[config.mk]
export PLATFORM = sky130hd
export DESIGN_NAME = epml_sqrt_cell
export DESIGN_NICKNAME = d
export VERILOG_FILES = /design/src/hdl/epml_sqrt_cell.sv
export SDC_FILE = /design/constraint.sdc
export NUM_CORES = 1
export LEC_CHECK = 0
export ABC_CLOCK_PERIOD_IN_PS = 800
export BUFFER_PORTS_ARGS = -buffer_cell sky130_fd_sc_hd__buf_2
export CAP_MARGIN = 20
export CORE_AREA = 2 2 142 144
export DETAILED_ROUTE_END_ITERATION = 8
export DIE_AREA = 0 0 144 146
export PLACE_DENSITY = 0.78
export SLEW_MARGIN = 20
export SYNTH_ARGS = -nofsm -noshare
export SYNTH_HDL_FRONTEND = slang
export SYNTH_SLANG_ARGS = --single-unit
export TNS_END_PERCENT = 1
[constraint.sdc]
create_clock -name clk -period 0.8 [get_ports clk]
set_clock_uncertainty 0.15 [all_clocks]
set_input_delay 0.16 -clock clk [delete_from_list [all_inputs] [get_ports clk]]
set_output_delay 0.16 -clock clk [all_outputs]
set_load 0.01 [all_outputs]
[src/hdl/epml_sqrt_cell.sv]
// One cell of the square root chain: decides one root bit per cycle.
// No dependencies.
module epml_sqrt_cell (
    input  logic        clk,
    input  logic        rst_n,
    input  logic        in_valid,
    input  logic [65:0] in_rem,
    input  logic [32:0] in_root,
    input  logic [5:0]  in_bit,
    output logic        out_valid,
    output logic [65:0] out_rem,
    output logic [32:0] out_root,
    output logic [5:0]  out_bit
);
    logic [67:0] trial;
    logic [67:0] rem_ext;
    logic        take;

    // Restoring square root: subtract (root << (bit + 1)) + (1 << 2*bit) when it fits.
    always_comb
    begin
        trial   = ({35'd0, in_root} << (in_bit + 6'd1)) | (68'd1 << {in_bit, 1'b0});
        rem_ext = {2'b00, in_rem};
        take    = rem_ext >= trial;
    end

    always_ff @(posedge clk or negedge rst_n)
    begin
        if (!rst_n)
        begin
            out_valid <= 1'b0;
        end
        else
        begin
            out_valid <= in_valid;
        end
    end

    always_ff @(posedge clk)
    begin
        out_rem   <= take ? 66'(rem_ext - trial) : in_rem;
        out_root  <= take ? (in_root | (33'd1 << in_bit)) : in_root;
        out_bit   <= in_bit - 6'd1;
    end
endmodule

==> results.md, run 1 <==
- Flop and latch count out of synthesis: 106
- IO Pins: 214
- Exit stage: 5_1_grt
- Die W: 144 um
- Number of synthesized flops with an enable pin: 0
- Clock Tree Root: clkbuf_16
- Largest cells by area after synthesis: dfxtp_1 (22%), ha_1 (9.4%), nand2_1 (8.2%)
- Num Clock Sinks: 106
- Starting Density: 50.5%
- Largest family of logic cells by synthesized area: compound AO/OA/AOI/OAI gates
- Primary FF master, synth: dfxtp_1
- Most frequent cells after synthesis: nand2_1 (214), o21ai_0 (150), a21oi_1 (115), dfxtp_1 (105), nor2_1 (88)
- Die H: 146 um
- Gr usage total: 65.3%
- Gr ovfl total: 4
- Mux share of post-synthesis cell area: 7.75%
- Synth Area in XOR/XNOR: 6.09%
- PortBufs: 213
- Routability congestion estimate: 1.10
- Share of synthesized registers carrying an async set or reset: 0.943%
- Clock buffer depth: 2
- Synthesized instance count: 1325
- Place WS: -4.77 ns
- Mean Syn Cell Area: 7.37 um2
- Pin count of the biggest net entering global routing: 90
- Post-synth top area cell: dfxtp_1
- Worst ep type: register input
- Net Count, Synth: 1507
- Placed instance count: 2220
- Yosys warns: 0
- H-tree depth: 3
- # rows: 51
- Register area share after synthesis: 21.8%
- Synth Area in Compound Gates: 30.0%
- Adder-Cell Fraction of Synth Area: 9.56%
- Yosys top cell area share: 21.5%
- Top-count cell post-synth: nand2_1
- Cell variety after synth: 74
- Synth Area in Simple Gates: 20.1%
- Outcome: aborted with a tool error
- HPWL after DPL: 36.4 mm
- Err: [ERROR GRT-0232] Routing congestion too high. Check the congestion heatmap in the GUI.
- CTS Buf Count: 9
- Crit. endpoint post-GRT repair: out_rem[46]$_DFF_P_/D
- Post-Synthesis Cell Area: 0.00976 mm2
[per-layer routing]
| metal | GRT overflow | GRT usage [%] |
|---|---|---|
| met1 | 0 | 67.2 |
| met5 | 0 | 3.59 |
| met4 | 3 | 63.7 |
| met3 | 0 | 41.5 |
| met2 | 1 | 87.2 |
[cells by family after synthesis]
kind of cell / Yosys count
AO/OA/AOI/OAI: 467
adder cells (fa/ha/maj): 74
XOR/XNOR: 67
AND/OR/NAND/NOR: 437
buffers and inverters: 109
multiplexers: 65
flip-flops: 106
[stage by stage]
stage	hold WS [ns]	instance area, um2
2_1_floorplan	-0.286	9890
3_3_place_gp	-0.215	14700
3_5_place_dp	-0.213	14700
4_1_cts	-0.133	16300
[repair_timing]
item | 4_1_cts
gates cloned | 2
endpoints found under the setup margin | 210
hold endpoints to repair | 91
pin swaps | 72
resized for setup | 306
setup buffers | 31
hold buffers | 2
==> run 2: changes to the inputs <==
Settings changed: ABC_CLOCK_PERIOD_IN_PS 800 to 1000, CORE_AREA 2 2 142 144 to 2 2 160 162, DIE_AREA 0 0 144 146 to 0 0 162 164, PLACE_DENSITY 0.78 to default, PLACE_DENSITY_LB_ADDON from default to 0.15.
Clock period 0.8 ns to 1 ns, I/O delays scaled along.
==> results.md, run 2 <==
- Adder-Cell Fraction of Synth Area: 9.56% (unchanged)
- Synth Area in Simple Gates: 20.1% (unchanged)
- Crit. End Element: register
- P_leak: 0.00822 uW
- Layout cells sized above 1: 50.9%
- Most common cell after layout, fill and taps aside: buf_4
- Crit Path Category: in2reg
- Layout area overhead: 82.4%
- Final wirelength: 46.9 mm
- Hold_ws: -0.0476 ns
- Dpl cell area: 0.0148 mm2 (was 0.0147 mm2)
- Global-route wire length before repair: 70.0 mm
- Synth Area in Compound Gates: 30.0% (unchanged)
- Starting Density: 39.3% (was 50.5%)
- Primary FF master, synth: dfxtp_1 (unchanged)
- Most frequent cells in the layout: buf_4 (511), nand2_1 (203), buf_2 (179)
- Gr ovfl total: 0
- Largest reg by FF count: out_rem
- Final Hold Viols: 3
- Tightest Hold Check Type: in2reg
- Net Count, Synth: 1507 (unchanged)
- Die H: 164 um (was 146 um)
- Cell variety after synth: 74 (unchanged)
- Violated checks: negative hold slack, negative setup slack
- Clock Tree Root: clkbuf_16 (unchanged)
- Yosys top cell area share: 21.5% (unchanged)
- First drt pass iteration count: 5
- PwrDens: 1470 mW/mm2
- Max-Cap Viols: 0
- WL/cell: 19.4 um
- Num Clock Sinks: 106 (unchanged)
- Max reg flops: 66
- Max Freq: 217 MHz
- Vias in the first global route: 13017
- Post-DRT Antenna Nets: 0
- Min Tclk post-route: 4.61 ns
- Post-synth top area cell: dfxtp_1 (unchanged)
- Worst slew pin tran: 0.479 ns
- Outcome: complete, but fails checks (was aborted with a tool error)
- Final worst slack: -3.61 ns
- Setup_tns: -366.37 ns
- Cts hold-fix bufs: 68 (was 2)
- Post-Synthesis Cell Area: 0.00976 mm2 (unchanged)
- Required @ worst endpoint: 1.10 ns
- Worst path arrival time: 4.71 ns
- Clock slew at reported path FFs: 0.08 ns
- Initial antenna violation count: 1
- Worst Setup Start Kind: input pin
- Core Region: 0.0248 mm2
- Die area: 0.0266 mm2
- Tcrit/Tclk final: 461%
- Flop and latch count out of synthesis: 106 (unchanged)
- CTS tree: yes
- Most frequent cells after synthesis: nand2_1 (214), o21ai_0 (150), a21oi_1 (115), dfxtp_1 (105), nor2_1 (88) (unchanged)
- Nets: 2261
- Mux share of post-synthesis cell area: 7.75% (unchanged)
- PortBufs: 213 (unchanged)
- Largest family of logic cells by synthesized area: compound AO/OA/AOI/OAI gates (unchanged)
- Share of synthesized registers carrying an async set or reset: 0.943% (unchanged)
- Synth Area in XOR/XNOR: 6.09% (unchanged)
- # rows: 58 (was 51)
- Mean Syn Cell Area: 7.37 um2 (unchanged)
- Max transition margin: 67.7%
- Clock buffer depth: 2 (unchanged)
- Number of synthesized flops with an enable pin: 0 (unchanged)
- Die W: 162 um (was 144 um)
- Pin count of the biggest net entering global routing: 45
- Via density: 5.45
- H-tree depth: 3 (unchanged)
- Via total after detailed routing: 13158
- Largest cells by area after synthesis: dfxtp_1 (22%), ha_1 (9.4%), nand2_1 (8.2%) (unchanged)
- Register area share after synthesis: 21.8% (unchanged)
- Fin area: 0.0178 mm2
- First DRT Iteration DRCs: 916
- RSZ-0062 raised after global routing: true
- HPWL after DPL: 36.0 mm (was 36.4 mm)
- Residual DRC count: 0
- Max IR drop VDD: 725 uV
- Gr usage total: 33.9%
- IO Pins: 214 (unchanged)
- CTS Buf Count: 9 (unchanged)
- Routability congestion estimate: 0.987 (was 1.10)
- Yosys warns: 0 (unchanged)
- Crit Path Max Fanout: 9
- Synthesized instance count: 1325 (unchanged)
- Final setup viols: 206
- Max-slew violations: 0
- Largest registers: out_rem (66), out_root (33), out_bit (6)
- Top-count cell post-synth: nand2_1 (unchanged)
[run 2: cell counts after synthesis]
Identical to the previous run, type by type.
[run 2: final timing paths]
path / end / slack, ns / startpoint / cells past startpoint
min in group asynchronous: out_valid / 0.50 / rst_n / 3
max in group asynchronous: out_valid / 0.10 / rst_n / 3
max: out_root[1] / -3.61 / in_bit[0] / 27
min: out_rem[61] / -0.05 / in_rem[61] / 2
[run 2: power breakdown]
group          leakage, uW  total [uW]  internal, uW  switching (uW)
clock             0.000153        4110          2280            1830
combinational      0.00717       16700          8450            8290
sequential        0.000898        5390          5140             251
[run 2: worst max-delay path, cell delays in order]
cell and delay, ns:
buf_8 0.10, inv_6 0.04, ha_4 0.32, buf_6 0.12
buf_8 0.12, mux2_4 0.32, o21ai_4 0.17, inv_2 0.04
mux4_2 0.51, buf_4 0.16, buf_6 0.11, nand2_2 0.06
o21ai_2 0.05, a21oi_2 0.18, ha_1 0.28, and3_4 0.19
a221o_1 0.34, a21oi_2 0.14, o31ai_2 0.09, a32o_2 0.26
a31oi_4 0.20, buf_6 0.13, a21oi_4 0.06, buf_4 0.17
nand2_1 0.13, buf_12 0.14, o21bai_1 0.08
[run 2: stage by stage]
step                worst slack, ns  util (%)  cells  total power [uW]  hold WS (ns)
detailed placement            -4.77      59.7   2287             19200        -0.174
CTS                           -3.49      69.8   2407             25400       -0.0587
global placement              -4.70      59.7   2287             19000        -0.176
floorplan                     -4.12         -   1325             12300        -0.246
finish                        -3.61      71.8   2415             26200       -0.0476
global route                  -3.76      71.8   2415             27700       -0.0580
[run 2: logic make-up (layout without fill, tap and decap cells)]
logic type                 after synthesis  after routing
adders and majority gates               74             74
xor gates and xnor gates                67             67
AOI/OAI and AO/OA                      467            467
muxes                                   65             65
buffers and inverters                  109            868
and+or+nand+nor                        437            437
other                                    0              1
DFF                                    106            106
[run 2: cell type report]
class	count	area (um2)
antenna	1	2.50
clock buffer	12	246
clock inverter	4	76.3
fill	2020	7010
inverter	25	104
multi-input combinational	1110	8430
sequential	106	2170
tap	330	413
timing repair buffer	827	6370
[run 2: timing repair]
item,in CTS,in global routing
buffers inserted,36,7
gates resized for setup,276,105
setup endpoints to repair,208,209
endpoints found under the hold margin,74,2
gates cloned,3,0
pin swaps,68,33
[run 2: routing by layer]
layer / vias up / share of wire [%] / track usage, %
met5: - / 0 / 0
met1: 6190 / 42 / 42.5
met2: 505 / 47 / 58.2
met4: 0 / 4.2 / 14.6
met3: 122 / 6.0 / 4.75
li1: 6341 / - / -
Power figures use the tool's default switching activity.
